==> config.mk <==
export PLATFORM = sky130hd
export DESIGN_NAME = pngu_fifo
export DESIGN_NICKNAME = d
export VERILOG_FILES = /design/src/rtl/pngu_pkg.sv /design/src/rtl/pngu_fifo.sv
export SDC_FILE = /design/constraint.sdc
export NUM_CORES = 1
export LEC_CHECK = 0
export BUFFER_PORTS_ARGS = -buffer_cell sky130_fd_sc_hd__buf_2
export CAP_MARGIN = 40
export CORE_MARGIN = 3
export CORE_UTILIZATION = 52
export DETAILED_ROUTE_END_ITERATION = 8
export GPL_TIMING_DRIVEN = 0
export PLACE_DENSITY = 0.79
export SETUP_SLACK_MARGIN = 0.3
export SYNTH_ARGS = -nofsm -noshare
export SYNTH_HDL_FRONTEND = slang
export SYNTH_SLANG_ARGS = --single-unit
==> constraint.sdc <==
create_clock -name clk -period 4.4 [get_ports clk]
set_input_delay 0.22 -clock clk [delete_from_list [all_inputs] [get_ports clk]]
set_output_delay 0.22 -clock clk [all_outputs]
set_load 0.01 [all_outputs]
==> src/rtl/pngu_pkg.sv <==
// Shared types, codes and sizes of the PNG scanline unfilter.
package pngu_pkg;

  localparam int DEF_MAX_ROW_BYTES   = 8192;
  localparam int DEF_MAX_PIXEL_BYTES = 8;
  localparam int IN_Q_DEPTH          = 4;
  localparam int OUT_Q_DEPTH         = 2;

  // Configuration register indexes
  localparam logic [1:0] REG_ROW_BYTES   = 2'd0;
  localparam logic [1:0] REG_PIXEL_BYTES = 2'd1;
  localparam logic [1:0] REG_ROW_COUNT   = 2'd2;

  // Filter type codes as they appear in the stream
  localparam logic [7:0] FTYPE_SUB   = 8'd1;
  localparam logic [7:0] FTYPE_UP    = 8'd2;
  localparam logic [7:0] FTYPE_AVG   = 8'd3;
  localparam logic [7:0] FTYPE_PAETH = 8'd4;

  typedef enum logic [2:0] {
    FILT_NONE,
    FILT_SUB,
    FILT_UP,
    FILT_AVG,
    FILT_PAETH
  } filt_t;

  // Per-byte control that travels from front to back
  typedef struct packed {
    filt_t filt;
    logic  first_row;
    logic  row_end;
    logic  image_end;
  } ctl_t;

  // Map a filter type byte to its operation; unknown types pass data through.
  function automatic filt_t classify(input logic [7:0] code);
    filt_t f;
    case (code)
      FTYPE_SUB:   f = FILT_SUB;
      FTYPE_UP:    f = FILT_UP;
      FTYPE_AVG:   f = FILT_AVG;
      FTYPE_PAETH: f = FILT_PAETH;
      default:     f = FILT_NONE;
    endcase
    return f;
  endfunction

endpackage

==> src/rtl/pngu_fifo.sv <==
// Small register queue with push/full and pop/empty sides.
module pngu_fifo
  import pngu_pkg::*;
#(
  parameter int WIDTH = 8,
  parameter int DEPTH = 2
) (
  input  logic             clk,
  input  logic             rst,
  input  logic             push,
  input  logic [WIDTH-1:0] wdata,
  output logic             full,
  input  logic             pop,
  output logic [WIDTH-1:0] rdata,
  output logic             empty
);

  localparam int PTR_W = (DEPTH > 1) ? $clog2(DEPTH) : 1;
  localparam int CNT_W = $clog2(DEPTH + 1);

  logic [WIDTH-1:0] store [DEPTH];
  logic [PTR_W-1:0] wptr;
  logic [PTR_W-1:0] rptr;
  logic [CNT_W-1:0] count;
  logic             do_push;
  logic             do_pop;

  assign full    = (count == CNT_W'(DEPTH));
  assign empty   = (count == '0);
  assign do_push = push && !full;
  assign do_pop  = pop && !empty;
  assign rdata   = store[rptr];

  always_ff @(posedge clk) begin
    if (do_push) begin
      store[wptr] <= wdata;
    end
  end

  always_ff @(posedge clk) begin
    if (rst) begin
      wptr  <= '0;
      rptr  <= '0;
      count <= '0;
    end else begin
      if (do_push) begin
        wptr <= (wptr == PTR_W'(DEPTH - 1)) ? '0 : wptr + 1'b1;
      end
      if (do_pop) begin
        rptr <= (rptr == PTR_W'(DEPTH - 1)) ? '0 : rptr + 1'b1;
      end
      if (do_push && !do_pop) begin
        count <= count + 1'b1;
      end else if (do_pop && !do_push) begin
        count <= count - 1'b1;
      end
    end
  end

endmodule

==> impl_results.md <==
* 1st-iter DRT viols at 6
* Worst Path Buf+Inv at 0
* Most common cell in the netlist: edfxtp_1
* Slew @ Worst Pin at ~360 ps
* Register Area at 581 um^2
* Int Power at roughly 0.37 mW
* Clk buf depth at 2
* CTS sink cnt at 21
* Mux share of post-synthesis cell area at 11.4%
* # fillers at 106
* Relative slew slack at 75.7%
* Worst hold path stage count at 1
* Core area at 1370 um^2
* Peak supply drop at ~320 uV
* Tightest Hold Check Type: input pin to register
* Post-route ant nets at 0
* All-Layer GR Usage at about an eighth
* CP top delay family: compound AO/OA/AOI/OAI gates
* Largest family of logic cells by synthesized area: multiplexers
* Final Skew at about 3.4 ps
* Share of the synthesized area in the top cell type at approximately 61%
* R2R Setup Slk at 2810 ps
* Top cells by area, synth: edfxtp_1, dfxtp_1, mux2_2
* Post-Synth XOR/XNOR Area at approximately 3.3%
* Synth Area in Simple Gates at 5.84%
* Layout cell share with drive strength beyond 1 at 45.3%
* Hold Path End: store[1][7]
* Critical R2R Launch: count[0]
* Post-CTS Resized at 0
* Root Buffer: clkbuf_4
* Dpl hpwl at 865 um
* Period utilization at a little over a third
* Leakage at 0.383 nW
* Footprint of the multi-input gates at 200 um^2
* Yosys cell types at 13
* F_max at around 0.63 GHz
* Diode count at 0
* Seq pwr share at 51.7%
* Switching share of power at 29.4%
* Synthesized Nets at 63
* RSZ-0062 raised after global routing: false
* Yosys reg bits at 21
* FF-to-FF End: count[1]
* # rows at 13
* Share of flip-flops with an asynchronous set or reset at 0%
* Top Ports at 22
* GP Congestion at 0.675
* First-pass DRT Iterations at 4
* Crit-path slowest cell: dfxtp_1
* WL final at roughly 1100 um
* First-pass GRT wire length at 1900 um
* Setup Crit Path Kind: register to register
* Synth Area in Adders at 1.58%
* Die W at 45.1 um
* Fin nets at between 80 and 90
* Vias in the first global route at 472
* Setup-failing EPs final at 0
* Number of synthesized flops with an enable pin at 16
* Placed cell count at 86
* Mapped Area at around 790 um^2
* WL per Instance at 12.6 um
* Global route total overflow at 0
* PortBufs at 21
* Worst EP arrival at ~1800 ps
* Antenna violations before repair at 0
* Layout Cells excl Fill at 90
* Critical path, cell by cell: o21ai_0, ha_1, or3_1, a21oi_1
* Hold Fails Final Rpt at 0
* Clock transition at path regs at 100 ps
* Worst slack, placed at 2820 ps
* Initial Utilization at 58.1%
* Period minus WS final at 1590 ps
* Htree depth at 1
* Clock latency at the later pin of the worst-skew pair at just under 300 ps
* Clock share of power at 16.5%
* Pwr Density at 552 nW/um^2
* Via count at 468
* Postcts setup bufs at 0
* Synthesis-to-layout area growth at 18.9%
* Worst hold start: wdata[7]
* Post-synth top cells: edfxtp_1, mux2_2, dfxtp_1, nor2_1
* Pins Over Slew Limit at 0
* CP Max Fanout at 5
* CP Launch Type: register
* Average size of a mapped cell at 15.9 um^2
* CP peak stage delay at 380 ps
* CTS Buf Count at 3
* Max_cap viols at 0
* Sw power at 0.153 mW
* Critical Path End Type: register
* Largest net degree at the start of global routing at 12
* Setup ws final at roughly 2800 ps
* Die area at 2030 um^2
* CP Data Required Time at 4630 ps
* Comb pwr share at a little under a third
* Cell count after synthesis at 50
* Compound-cell area share of the yosys netlist at 3.15%
* Status: completed
* CTS tree: done
* DIE HEIGHT at 45.1 um
* DR DRC count at 0
* Worst R2R Path Depth at 4
* Cell accounting for the most synthesized area: edfxtp_1
* Vias per inst at 5.20
* Hold-fix buffers, CTS at 0
* Ys flop type: edfxtp_1
* Fin Setup TNS at 0 ps
* Yosys warns at 0
* Register area share after synthesis at 73.2%
per-layer routing:
| layer | routed length, um | vias up | part of all wire (%) | global-route usage [%] |
|---|---|---|---|---|
| li1 | - | 235 | - | - |
| met1 | 505 | 206 | 45 | 15.4 |
| met2 | 499 | 23 | 44 | 21.8 |
| met3 | 106 | 4 | 9.3 | 3.98 |
| met4 | 21 | 0 | 1.9 | 7.02 |
| met5 | 0 | - | 0 | 0 |
cell type report:
| cell class | instances | share of cell area, % |
|---|---|---|
| buffer | 1 | 0.531 |
| sequential | 21 | 61.5 |
| timing repair buffer | 21 | 11.1 |
| clock buffer | 4 | 2.79 |
| multi-input combinational | 26 | 21.2 |
| tap | 15 | 1.99 |
| inverter | 2 | 0.796 |
worst max path at each step:
stage                        start  cells past startpoint  slack (ps)        to
after floorplan           count[1]                      5        2910  count[1]
after global placement    count[0]                      4        2870  count[1]
after detailed placement  count[0]                      4        2820  count[1]
after CTS                 count[0]                      4        2810  count[1]
after global routing      count[0]                      4        2710  count[1]
final                     count[0]                      4        2810  count[1]
cells by family (layout without fill, tap and decap cells):
| logic type | after synthesis | after routing |
|---|---|---|
| flops | 21 | 21 |
| simple gates | 9 | 9 |
| mux | 8 | 8 |
| compound gates | 5 | 5 |
| xor+xnor | 3 | 3 |
| buf+inv | 3 | 28 |
| fa+ha+maj | 1 | 1 |
power groups by stage:
stage	combinational (mW)	sequential, mW	clock [mW]
after floorplan	0.117	0.270	0
after global placement	0.164	0.272	0
after detailed placement	0.168	0.275	0
after CTS	0.169	0.270	0.0875
after global routing	0.188	0.274	0.0939
final	0.165	0.270	0.0862
placed cells by master, fill, tap and decap left out, drive strengths merged:
master	synthesis	layout
a21oi	2	2
and2	1	1
buf	1	22
clkbuf	0	4
dfxtp	5	5
edfxtp	16	16
ha	1	1
inv	2	2
mux2	8	8
nor2	5	5
nor2b	1	1
o21ai	3	3
or3	2	2
xor2	3	3
per-stage QoR:
stage | power, mW | area, um^2 | hold slack (ps) | utilization, %
6_report | 0.521 | 943 | 110 | 69.0
5_1_grt | 0.555 | 943 | 102 | 69.0
4_1_cts | 0.527 | 943 | 109 | 69.0
3_5_place_dp | 0.442 | 917 | 413 | 67.1
3_3_place_gp | 0.436 | 917 | 408 | 67.1
2_1_floorplan | 0.387 | 793 | 289 | -
state kept, by name, indices dropped and copies added (netlist names), named ones only:
signal	flops
store	16
count	2
rptr	1
wptr	1
Note: power is estimated with default switching activity, not from simulation.
