### src/rtl/pngu_pkg.sv
// Shared types, codes and sizes of the PNG scanline unfilter.
package pngu_pkg;

  localparam int DEF_MAX_ROW_BYTES   = 8192;
  localparam int DEF_MAX_PIXEL_BYTES = 8;
  localparam int IN_Q_DEPTH          = 4;
  localparam int OUT_Q_DEPTH         = 2;

  // Configuration register indexes
  localparam logic [1:0] REG_ROW_BYTES   = 2'd0;
  localparam logic [1:0] REG_PIXEL_BYTES = 2'd1;
  localparam logic [1:0] REG_ROW_COUNT   = 2'd2;

  // Filter type codes as they appear in the stream
  localparam logic [7:0] FTYPE_SUB   = 8'd1;
  localparam logic [7:0] FTYPE_UP    = 8'd2;
  localparam logic [7:0] FTYPE_AVG   = 8'd3;
  localparam logic [7:0] FTYPE_PAETH = 8'd4;

  typedef enum logic [2:0] {
    FILT_NONE,
    FILT_SUB,
    FILT_UP,
    FILT_AVG,
    FILT_PAETH
  } filt_t;

  // Per-byte control that travels from front to back
  typedef struct packed {
    filt_t filt;
    logic  first_row;
    logic  row_end;
    logic  image_end;
  } ctl_t;

  // Map a filter type byte to its operation; unknown types pass data through.
  function automatic filt_t classify(input logic [7:0] code);
    filt_t f;
    case (code)
      FTYPE_SUB:   f = FILT_SUB;
      FTYPE_UP:    f = FILT_UP;
      FTYPE_AVG:   f = FILT_AVG;
      FTYPE_PAETH: f = FILT_PAETH;
      default:     f = FILT_NONE;
    endcase
    return f;
  endfunction

endpackage

### src/rtl/pngu_front.sv
// Front end: splits filter bytes from data bytes and tracks row/column position.
module pngu_front
  import pngu_pkg::*;
#(
  parameter int MAX_ROW_BYTES = DEF_MAX_ROW_BYTES,
  parameter int COL_W         = 13
) (
  input  logic             clk,
  input  logic             rst,
  input  logic             in_push,
  input  logic [7:0]       in_byte,
  input  logic [13:0]      row_bytes,
  input  logic [15:0]      row_count,
  input  logic             q_full,
  output logic             q_push,
  output logic [7:0]       q_byte,
  output ctl_t             q_ctl,
  output logic [COL_W-1:0] q_col
);

  logic             await_filter;
  logic             await_filter_next;
  filt_t            row_filter;
  filt_t            row_filter_next;
  logic [COL_W-1:0] col;
  logic [COL_W-1:0] col_next;
  logic [15:0]      row_idx;
  logic [15:0]      row_idx_next;
  logic             accept;
  logic [31:0]      len_eff;
  logic [31:0]      rows_eff;
  logic             last_col;
  logic             last_row;

  always_comb begin
    if (row_bytes == '0) begin
      len_eff = 32'd1;
    end else if (32'(row_bytes) > 32'(MAX_ROW_BYTES)) begin
      len_eff = 32'(MAX_ROW_BYTES);
    end else begin
      len_eff = 32'(row_bytes);
    end
    rows_eff = (row_count == '0) ? 32'd1 : 32'(row_count);
  end

  assign accept   = in_push && !q_full;
  assign last_col = (32'(col) + 32'd1) >= len_eff;
  assign last_row = (32'(row_idx) + 32'd1) >= rows_eff;

  assign q_push          = accept && !await_filter;
  assign q_byte          = in_byte;
  assign q_col           = col;
  assign q_ctl.filt      = row_filter;
  assign q_ctl.first_row = (row_idx == '0);
  assign q_ctl.row_end   = last_col;
  assign q_ctl.image_end = last_col && last_row;

  always_comb begin
    await_filter_next = await_filter;
    row_filter_next   = row_filter;
    col_next          = col;
    row_idx_next      = row_idx;
    if (accept) begin
      if (await_filter) begin
        row_filter_next   = classify(in_byte);
        col_next          = '0;
        await_filter_next = 1'b0;
      end else if (last_col) begin
        col_next          = '0;
        await_filter_next = 1'b1;
        row_idx_next      = last_row ? '0 : row_idx + 16'd1;
      end else begin
        col_next = col + 1'b1;
      end
    end
  end

  always_ff @(posedge clk) begin
    if (rst) begin
      await_filter <= 1'b1;
      row_filter   <= FILT_NONE;
      col          <= '0;
      row_idx      <= '0;
    end else begin
      await_filter <= await_filter_next;
      row_filter   <= row_filter_next;
      col          <= col_next;
      row_idx      <= row_idx_next;
    end
  end

endmodule

### config.mk
export PLATFORM = sky130hd
export DESIGN_NAME = pngu_front
export DESIGN_NICKNAME = d
export VERILOG_FILES = /design/src/rtl/pngu_pkg.sv /design/src/rtl/pngu_front.sv
export SDC_FILE = /design/constraint.sdc
export NUM_CORES = 1
export LEC_CHECK = 0
export BUFFER_PORTS_ARGS = -buffer_cell sky130_fd_sc_hd__buf_2
export CAP_MARGIN = 20
export CORE_MARGIN = 2
export CORE_UTILIZATION = 59
export DETAILED_ROUTE_END_ITERATION = 8
export PLACE_DENSITY = 0.87
export SETUP_SLACK_MARGIN = 0.05
export SYNTH_ARGS = -nofsm -noshare
export SYNTH_HDL_FRONTEND = slang
export SYNTH_SLANG_ARGS = --single-unit
### constraint.sdc
create_clock -name clk -period 7.8 [get_ports clk]
set_input_delay 0.78 -clock clk [delete_from_list [all_inputs] [get_ports clk]]
set_output_delay 0.78 -clock clk [all_outputs]
set_load 0.005 [all_outputs]
==> flow_summary_export.csv, run 1 <==
group,metric,value,unit
outcome,outcome,"completed",
timing,tightest_slew,789.5,ps
timing,finalHoldViolations,0,
finish,finish.cell_count_without_fillers,492,
die,die_area,0.005450,mm2
setup_path,worstReg2RegStart,"q_col[0]",
setup_path,critPathArrivalTime,3760,ps
timing,finalSetupViolations,0,
route,drt.antenna.violating_nets,0,
timing,achievable-frequency,220.2,MHz
setup_path,reg2regPathDepth,14,
setup_path,startpoint_type,"flop",
synth,synth_cells,373,
timing,slew_viol_final,0,
synth,synthDistinctLibCells,56,
timing,final.setup_skew,6.027,ps
grt,gr_layer_usage_met3,3.567,%
clock_tree,tritoncts,"yes",
synth,synth-simple-area-share,26.58,%
synth,synth_fp_nets,448,
route,remaining_drc_errors,0,
power_and_ir_drop,pwr-share-seq,50.4,%
setup_path,capture_instance_of_the_worst_register_to_register_path,"row_idx[14]",
finish,finalNetCount,499,
placed_design,place_congestion,0.8577,
synth,synth_top_family_by_area,"simple AND/OR/NAND/NOR gates",
run,timing.max_cap.violations,0,
setup_path,end_kind,"primary output",
synth,avgSynthCellArea,7.712,um2
grt,vias_in_the_first_global_route,2755,
finish,area.sequential,660.6,um2
route,detail_route.wl_per_cell,14.33,um
route,vias,2950,
grt,met1_grt_util,32.47,%
setup_path,reg2reg_slack,4010,ps
synth,post_synth_fa_ha_maj_area_fraction,14.35,%
finish,insertedDiodeCount,0,
clock_tree,cts.hold.buffers_added,0,
finish,multi_input_area,0.001956,mm2
clock_tree,clk_pin_slew,70,ps
power_and_ir_drop,p_int,0.2483,mW
grt,grt.busiest_layer,"met2",
clock_tree,clock_latency,280,ps
clock_tree,tritoncts_num_sinks,33,
synth,ys_seq_elements,33,
die,start_util,60.90,%
setup_path,worstSetupPathType,"reg2out",
synth,asyncSetResetFlopFracSynth,0,%
placed_design,placed_cell_area,0.003169,mm2
grt,remaining_global_route_overflow,0,
synth,synth_edf_count,0,
timing,slew_headroom,47.08,%
synth,synth_compound_gate_area_share,20.23,%
timing,timing.final.crit_share,58.23,%
finish,final_core_utilization,68.85,%
synth,synth_sequential_area_ratio,22.97,%
setup_path,path_cells,"ha_1, nand3_1, nor3_1, xor2_1, ha_1, a211oi_1, o21bai_1, o211a_1, nor3_2, nor2_1, buf_2",
die,dieHeight,73.83,um
synth,synth-xor-area-share,6.699,%
die,boundaryPins,70,
synth,yosys_most_used_dff,"dfxtp_1",
clock_tree,postCtsSetupRepairBufs,0,
setup_path,cp_max_fo,11,
setup_path,worst_path_largest_cell_delay,700,ps
clock_tree,numCtsBuffers,5,
timing,fin_crit,4542,ps
power_and_ir_drop,worst_vdd_ir,90.66,uV
power_and_ir_drop,pwr-share-clk,37.3,%
die,rows,25,
route,routed_via_density,5.996,
setup_path,critical-path-slowest-cell,"nor3_2",
clock_tree,clock_tree.buffer_depth,2,
clock_tree,post_cts.resized_instances,0,
grt,globalRouteTotalUtil,26.97,%
grt,grt_antenna_before_repair,0,
hold_path,timing.hold.worst_path_depth,2,
hold_path,hold_class,"reg2reg",
placed_design,port_buffers,69,
hold_path,hold_path_end,"row_idx[11]",
timing,rsz0062_at_grt,"no",
grt,global_route_track_usage_on_met2,49.21,%
placed_design,dpl.hpwl,5.192,mm
finish,drive_gt1_share,20.71,%
power_and_ir_drop,combinationalPowerShare,12.3,%
synth,syn_area,0.002877,mm2
finish,syn2layout_area_growth,13.05,%
power_and_ir_drop,power_switching_share,26.29,%
synth,muxShareOfSynthArea,0,%
timing,setup-tns-final,0,ps
clock_tree,cts-htree-levels,2,
grt,first_pass_grt_wire_length,11.69,mm
setup_path,cp.required,7020,ps
hold_path,min_from,"row_idx[11]",
timing,whs,499.6,ps
die,die_x,73.83,um
placed_design,placed_cells_incl_taps,484,
power_and_ir_drop,static_leakage,1.503,nW
clock_tree,clockRootBuffer,"clkbuf_8",
route,postRouteWirelength,7.050,mm
synth,synth-warning-count,0,
finish,fillCellCount,403,
die,coreArea,0.004723,mm2
grt,grt_start_max_net_pins,40,
setup_path,cp_common_cell,"ha_1",
finish,final_area,0.003252,mm2
route,first_pass_drt_iterations,4,
route,drtIter0Drc,317,
power_and_ir_drop,switching_power,0.08855,mW
power_and_ir_drop,power_density,103.6,mW/mm2
==> worst max-delay path by stage <==
stage | startpoint | endpoint | slack, ps | cells past startpoint
global placement | row_idx[0] | q_ctl[0] | 3660 | 11
global route | row_idx[0] | q_ctl[0] | 2970 | 11
CTS | row_idx[0] | q_ctl[0] | 3290 | 11
finish | row_idx[0] | q_ctl[0] | 3260 | 11
floorplan | q_col[0] | q_ctl[1] | 4250 | 13
detailed placement | row_idx[0] | q_ctl[0] | 3630 | 11
==> synthesized netlist by cell type, types with 5 or more instances <==
library cell	instances	area, um2
o21ai_0	19	95.09
xor2_1	8	70.07
buf_4	10	75.07
dfxtp_1	33	660.6
xnor2_1	14	122.6
nor2_1	29	108.9
clkbuf_1	11	41.29
or2_2	5	31.28
nand3_1	8	40.04
a32oi_1	8	70.07
ha_1	33	412.9
a211oi_1	6	45.04
nand2_1	29	108.9
or3_1	6	37.54
a21oi_1	21	105.1
nor3_1	6	30.03
nand2b_1	5	31.28
nand4_1	15	93.84
inv_1	31	116.4
nor4_1	13	81.33
==> cell type report <==
| class | count | share of cell area (%) |
|---|---|---|
| multi-input combinational | 283 | 60.14 |
| sequential | 33 | 20.32 |
| timing repair buffer | 70 | 10.85 |
| inverter | 31 | 3.578 |
| tap | 67 | 2.578 |
| clock buffer | 6 | 2.232 |
| clock inverter | 2 | 0.3078 |
==> layer usage <==
metal  vias to the layer above  wire, um
met2                       102      3520
met3                         5       330
met4                         0        65
met5                         -         0
met1                      1375      3133
li1                       1468         -
==> power by group through the flow <==
stage | combinational [mW] | clock (mW) | sequential, mW
2_1_floorplan | 0.0245 | 0 | 0.173
3_3_place_gp | 0.0399 | 0 | 0.173
3_5_place_dp | 0.0413 | 0 | 0.173
4_1_cts | 0.0415 | 0.127 | 0.170
5_1_grt | 0.0473 | 0.135 | 0.170
6_report | 0.0415 | 0.126 | 0.170
==> critical path: cells and delay by family (launching register included) <==
kind            cells  cell delay, ps
compound gates      3             730
xor+xnor            1             200
fa+ha+maj           2             540
buf+inv             1             160
flops               1             440
simple gates        4            1410
==> kinds of logic (layout without fill, tap and decap cells) <==
family	count (synthesis)	count (layout)
compound gates	86	86
xor+xnor	22	22
fa+ha+maj	33	33
buf+inv	57	109
flops	33	33
simple gates	142	142
==> registers in the layout, summed over array words and instances, names as in the netlist <==
name          cells
await_filter      1
row_filter        3
row_idx          16
q_col            13
==> through the flow <==
stage	power [mW]	worst slack [ps]
5_1_grt	0.3516	2968
6_report	0.3369	3258
4_1_cts	0.3382	3291
3_3_place_gp	0.2134	3656
3_5_place_dp	0.2148	3634
2_1_floorplan	0.1978	4246
==> placed cells by master (no fill, tap or decap), drive strengths merged, types with 4 or more instances in the layout <==
cell type,n
nand3,9
o32ai,4
o211ai,4
xor2,8
inv,31
clkbuf,6
nand4,15
nand2,29
xnor2,14
and2,4
or3,6
nand2b,5
o21ai,19
nor3,7
nor2b,4
a21oi,21
a32oi,8
dfxtp,33
nor2,29
nor4,14
or2,7
ha,33
buf,70
a211oi,6
Power figures use the tool's default switching activity.
==> run 2: changes to the inputs <==
--- a/config.mk
+++ b/config.mk
@@ -8,9 +8,9 @@
 export BUFFER_PORTS_ARGS = -buffer_cell sky130_fd_sc_hd__buf_2
 export CAP_MARGIN = 20
 export CORE_MARGIN = 2
-export CORE_UTILIZATION = 59
+export CORE_UTILIZATION = 54
 export DETAILED_ROUTE_END_ITERATION = 8
-export PLACE_DENSITY = 0.87
+export PLACE_DENSITY = 0.81
 export SETUP_SLACK_MARGIN = 0.05
 export SYNTH_ARGS = -nofsm -noshare
 export SYNTH_HDL_FRONTEND = slang
==> constraint.sdc (replaced) <==
create_clock -name clk -period 4.65 [get_ports clk]
set_input_delay 0.465 -clock clk [delete_from_list [all_inputs] [get_ports clk]]
set_output_delay 0.465 -clock clk [all_outputs]
set_load 0.005 [all_outputs]
==> run 2 against run 1 <==
  * Die area grew 8.7%
  * Total power grew 89%
  * Core utilization shrank 4.7 points
  * Highest routed layer unchanged
==> flow_summary_export.csv, run 2 (same netlist as run 1, synthesis figures left out) <==
group,metric,value,unit
route,remaining_drc_errors,0,
timing,achievable-frequency,247.2,MHz
grt,remaining_global_route_overflow,0,
timing,slew_headroom,48.22,%
clock_tree,cts-htree-levels,2,
die,start_util,55.96,%
grt,grt_antenna_before_repair,0,
power_and_ir_drop,total_power,0.6352,mW
clock_tree,tritoncts_num_sinks,33,
finish,largest_register_ffs,16,
die,boundaryPins,70,
die,coreArea,0.005140,mm2
power_and_ir_drop,static_leakage,1.521,nW
timing,setup-tns-final,0,ps
setup_path,worstSetupPathType,"reg2out",
finish,final_core_utilization,64.14,%
setup_path,cp_max_fo,11,
route,drtIter0Drc,179,
timing,timing.final.crit_share,87.00,%
placed_design,place_congestion,0.8504,
die,die_x,76.99,um
timing,whs,451.0,ps
grt,first_pass_grt_wire_length,12.21,mm
power_and_ir_drop,worst_vdd_ir,169.6,uV
route,first_pass_drt_iterations,4,
timing,slew_viol_final,0,
finish,finalNetCount,500,
timing,fin_ws,604.3,ps
route,postRouteWirelength,7.126,mm
clock_tree,tritoncts,"yes",
placed_design,dp_worst_setup_slack,966.8,ps
grt,grt_start_max_net_pins,40,
placed_design,port_buffers,69,
finish,regMostFlops,"row_idx",
finish,drive_gt1_share,20.89,%
clock_tree,clock_tree.buffer_depth,2,
die,rows,26,
route,drt.antenna.violating_nets,0,
finish,most-common-layout-cells,"buf_2 (69), ha_1 (33), dfxtp_1 (33)",
setup_path,cp.required,4180,ps
timing,rsz0062_at_grt,"no",
clock_tree,clockRootBuffer,"clkbuf_8",
outcome,outcome,"completed",
grt,vias_in_the_first_global_route,2706,
timing,tightest_slew,775.8,ps
clock_tree,clk_pin_slew,70,ps
clock_tree,cts.hold.buffers_added,0,
run,timing.max_cap.violations,0,
route,routed_via_density,5.865,
finish,most_common_library_cell_in_the_layout_ignoring_fill_and_taps,"buf_2",
setup_path,startpoint_type,"flop",
timing,finalSetupViolations,0,
timing,fin_crit,4046,ps
die,dieHeight,76.99,um
die,die_area,0.005927,mm2
placed_design,dpl.hpwl,5.355,mm
timing,finalHoldViolations,0,
finish,syn2layout_area_growth,14.61,%
setup_path,critPathArrivalTime,3580,ps
clock_tree,post_cts.resized_instances,0,
timing,final.setup_skew,8.951,ps
clock_tree,numCtsBuffers,5,
grt,globalRouteTotalUtil,24.97,%
route,detail_route.wl_per_cell,14.37,um
clock_tree,postCtsSetupRepairBufs,0,
power_and_ir_drop,power_density,192.7,mW/mm2
finish,insertedDiodeCount,0,
hold_path,hold_class,"in2reg",
clock_tree,clock_latency,290,ps
route,vias,2909,
setup_path,end_kind,"primary output",
[run 2: cell count changes in the layout (fill, tap and decap cells not counted)]
cell	previous run	this run
bufinv_16	0	1
clkbuf_8	5	6
clkinv_2	2	0
buf_4	1	2
[run 2: report_power, final]
group / switching, mW / internal, mW
clock network: 0.106 / 0.175
logic: 0.0403 / 0.0294
registers: 0.00107 / 0.283
[run 2: per-stage QoR]
stage	cells	cell area, um2
after floorplan	373	2877
after global placement	488	3181
after detailed placement	488	3181
after CTS	496	3297
after global routing	496	3297
final	496	3297
[run 2: final timing paths]
check | slack [ps] | startpoint | endpoint | depth (start not counted)
worst max register to register | 990 | row_idx[0] | row_idx[13] | 11
worst min-delay path | 450 | in_byte[0] | row_filter[0] | 3
worst max-delay path | 600 | row_idx[0] | q_ctl[0] | 12
worst min register to register | 490 | row_filter[2] | row_filter[2] | 2
[run 2: layout make-up]
type	instances	area, um2
clock buffer	7	86.33
inverter	31	116.4
timing repair buffer	71	360.3
tap	70	87.58
multi-input combinational	283	1956
sequential	33	660.6
fill	463	1843
clock inverter	1	30.03
[run 2: critical path, stage by stage, from the launching register on]
cell and delay [ps]:
dfxtp_1 430, ha_1 280, nand3_1 240, nor3_1 450
xor2_1 130, ha_1 340, a211oi_1 340, o21bai_1 130
o211a_1 330, nor3_2 220, buf_4 210, nor2_1 50
buf_2 130
[run 2: routing by layer]
metal	track usage (%)	up-vias	part of all wire (%)
met5	0	-	0
met2	44.21	105	48
met3	3.647	7	6.5
met4	6.964	0	1.1
li1	-	1462	-
met1	31.48	1335	44
